File: config.mk
export PLATFORM = sky130hd
export DESIGN_NAME = mfb_ram
export DESIGN_NICKNAME = d
export VERILOG_FILES = /design/src/sv/mfb_ram.sv
export SDC_FILE = /design/constraint.sdc
export NUM_CORES = 2
export LEC_CHECK = 0
export BUFFER_PORTS_ARGS = -buffer_cell sky130_fd_sc_hd__buf_2
export CAP_MARGIN = 40
export CORE_UTILIZATION = 53
export DETAILED_ROUTE_END_ITERATION = 7
export PLACE_DENSITY = 0.68
export SLEW_MARGIN = 40
export SYNTH_ARGS = -nofsm -noshare
export SYNTH_HDL_FRONTEND = slang
export SYNTH_SLANG_ARGS = --single-unit
export TNS_END_PERCENT = 50
File: constraint.sdc
create_clock -name i_clk -period 4.3 [get_ports i_clk]
set_input_delay 0.43 -clock i_clk [delete_from_list [all_inputs] [get_ports i_clk]]
set_output_delay 0.43 -clock i_clk [all_outputs]
set_load 0.005 [all_outputs]
File: src/sv/mfb_ram.sv
// Generic single-port-write, single-port-read synchronous RAM.
// Read data is registered and held while the read enable is low.
// Depends on nothing.
module mfb_ram #(
    parameter int WIDTH = 8,
    parameter int DEPTH = 256
) (
    input  logic                     i_clk,
    input  logic                     i_we,
    input  logic [$clog2(DEPTH)-1:0] i_waddr,
    input  logic [WIDTH-1:0]         i_wdata,
    input  logic                     i_re,
    input  logic [$clog2(DEPTH)-1:0] i_raddr,
    output logic [WIDTH-1:0]         o_rdata
);

    logic [WIDTH-1:0] r_mem [DEPTH];
    logic [WIDTH-1:0] r_rdata;

    always_ff @(posedge i_clk) begin
        if (i_we) begin
            r_mem[i_waddr] <= i_wdata;
        end
        if (i_re) begin
            r_rdata <= r_mem[i_raddr];
        end
    end

    assign o_rdata = r_rdata;

endmodule

==> metrics.yaml <==
floorplan:
  dieArea_um2: 151800
  die_w_um: 389.6
  die_y_um: 389.6
  num_rows: 141
  core_area_um2: 148400
  start_util_pct: 53.67
  ios: 35
layout:
  design_area_um2: 89360
  fillers: 10290
  multiInputGateArea_um2: 16740
  drive_gt1_share_pct: 25.85
  areaGrowthSynthToFinish_pct: 12.21
  regArea_um2: 61740
  num-nets-final: 3964
synth:
  yosys.area.top_type: "edfxtp_1"
  synth-seq-cells: 2056
  syn_nets: 3760
  synthTopCellsByArea: "edfxtp_1 (78%), mux4_2 (13%), mux2i_1 (1.7%)"
  ys_types: 54
  syn_inst: 3733
  synth_edf_count: 2056
  syn_area_um2: 79640
  synthMostInstantiatedCell: "edfxtp_1"
  synthFlopType: "edfxtp_1"
  yosysTopAreaCellShare_pct: 77.53
  ys_async_sr_fraction_pct: 0
  ys_top_cells_by_count: "edfxtp_1 (2,056), mux4_2 (454), nor2_1 (282)"
  ys_warn_count: 0
  avgSynthCellArea_um2: 21.33
  ys_seq_area_share_pct: 77.53
global_route:
  grt_pass1_wl_um: 277700
  grt_use_met3_pct: 5.462
  antenna_found_initial: 16
  grtUsageMet2_pct: 39.83
  overflow: 0
  grt-busiest-layer: "met2"
  grt_max_degree: 124
  grt_usage_pct: 25.58
  gr-usage-met1_pct: 36.64
  grt_pass1_vias: 39130
clock_network:
  clk_latency_ns: 0.82
  postCtsSetupRepairBufs: 0
  clkTransAtPathRegs_ns: 0.06
  cts_tree: "built"
  cts.sinks: 2056
  hold_buffers: 0
  clock_path_buffers: 3
  cts_resized: 0
  cts_root_buf: "clkbuf_16"
  cts_buffers: 198
  htree_num_levels: 4
sta:
  layout_setup_ws_ns: 1.037
  skew_ns: 0.03273
  setup-tns-final_ns: 0
  drv_slew: 0
  hold_viol_final: 0
  worst_pin_slew_ns: 0.9131
  finalSetupViolCount: 0
  layout_worst_path_cycle_share_pct: 75.87
  fmax_mhz: 306.5
  rsz0062_at_grt: "false"
  post-route-min-period_ns: 3.263
  max-slew-margin-rel_pct: 39.13
run_status:
  status: "finished clean"
setup_path:
  cp-end-kind: "flip-flop"
  critical_path_required_ns: 4.84
  ff2ff_path_depth: 7
  ff2ff_setup_slack_ns: 1.25
  startpoint: "i_raddr[0]"
  cp.buffers_inverters: 4
  r2r-end: "o_rdata[5]"
  crit_arrival_ns: 3.80
  crit_top_cell: "buf_4"
  cp_top_family: "buffers and inverters"
  start_kind: "input port"
  critical_path_class: "input port to flip-flop"
  r2r_start: "r_mem[43][5]"
  critPathMaxFanout: 28
  slowest_delay_ns: 0.75
  cpMaxStageDelayCell: "a211oi_1"
  cp_cell_sequence: "buf_8 > buf_12 > buf_4 > mux4_2 > a221oi_1 > o221ai_1 > a211oi_1 > buf_4 > nor4_1"
route:
  drc: 0
  routed_wl_um: 193100
  first_iter_violations: 5090
  vias_per_cell: 6.453
  antenna_left: 0
  via_count: 39430
  drt-pass1-iter-count: 6
  avgRoutedWirePerCell_um: 31.60
power_and_ir_drop:
  p_sw_share_pct: 21.19
  finalPower_mw: 40.66
  clkPwrFrac_pct: 40.6
  power-per-cell-area_nw_per_um2: 455.1
  ir_worst_vdd_mv: 0.3961
  leakage_nw: 27.59
  comb_power_share_pct: 5.0
  internal_power_mw: 32.05
  p_switching_mw: 8.617
  p_seq_share_pct: 54.4
placement:
  port_buffers: 34
  hpwl_um: 119000
  placed_area_um2: 82950
  gp_congestion: 0.8694
  dp_slack_ns: 0.3177
min_path:
  hp-class: "input port to flip-flop"
  holdPathEnd: "r_mem[148][7]"
  whs_path_depth: 1
  holdCritStartpoint: "i_wdata[7]"
flow_run:
  maxCapViolations: 0
==> layout make-up <==
class                      instances  area share (%)
sequential                      2056           69.09
multi-input combinational       1442           18.73
clock buffer                     247           5.870
tap                             2002           2.803
timing repair buffer             237           2.510
clock inverter                   117          0.9689
antenna                            7         0.01960
inverter                           2        0.008401
==> power groups by stage <==
stage | combinational, mW | clock, mW | sequential [mW]
6_report | 2.03 | 16.5 | 22.1
5_1_grt | 2.13 | 17.4 | 22.1
4_1_cts | 2.01 | 16.7 | 22.1
3_5_place_dp | 2.01 | 0 | 22.6
3_3_place_gp | 1.97 | 0 | 22.6
2_1_floorplan | 1.07 | 0 | 22.5
==> worst max path at each step <==
stage	cells past startpoint	end	slack, ns
after floorplan	9	o_rdata[2]	1.79
after global placement	10	o_rdata[3]	0.34
after detailed placement	10	o_rdata[5]	0.32
after CTS	9	o_rdata[5]	1.15
after global routing	9	o_rdata[5]	0.98
final	9	o_rdata[5]	1.04
==> flip-flops by register name (all words and copies together) (netlist names) <==
register and count:
o_rdata 8, r_mem 2048
==> logic make-up after synthesis <==
logic type / count (synthesis) / share of synthesized area (%)
flip-flops: 2056 / 77.53
multiplexers: 591 / 14.60
AND/OR/NAND/NOR: 466 / 2.625
AO/OA/AOI/OAI: 385 / 3.416
buffers and inverters: 235 / 1.829
==> stage by stage <==
step | util [%] | hold slack, ns | instances
3_5_place_dp | 55.91 | 0.9192 | 5733
5_1_grt | 60.22 | 0.004613 | 6105
3_3_place_gp | 55.80 | 0.9105 | 5728
4_1_cts | 60.03 | 0.04369 | 6097
6_report | 60.23 | 0.02321 | 6110
2_1_floorplan | - | 0.5289 | 3733
==> placed cells by master (no fill, tap or decap), types with 46 or more instances in the layout <==
cell       count
a21oi_1       95
a22oi_1      133
buf_4        168
clkbuf_16    203
clkinv_1      60
edfxtp_1    2056
mux2i_1      134
mux4_2       454
nor2_1       201
nor2_2        78
o221ai_1      46
==> metal layers <==
layer / vias to the layer above / wire length, um
met1: 20780 / 76000
met2: 2186 / 92900
met3: 320 / 19090
met4: 12 / 5025
met5: - / 75
li1: 16120 / -
No activity file was read; power rests on OpenSTA's default activity.
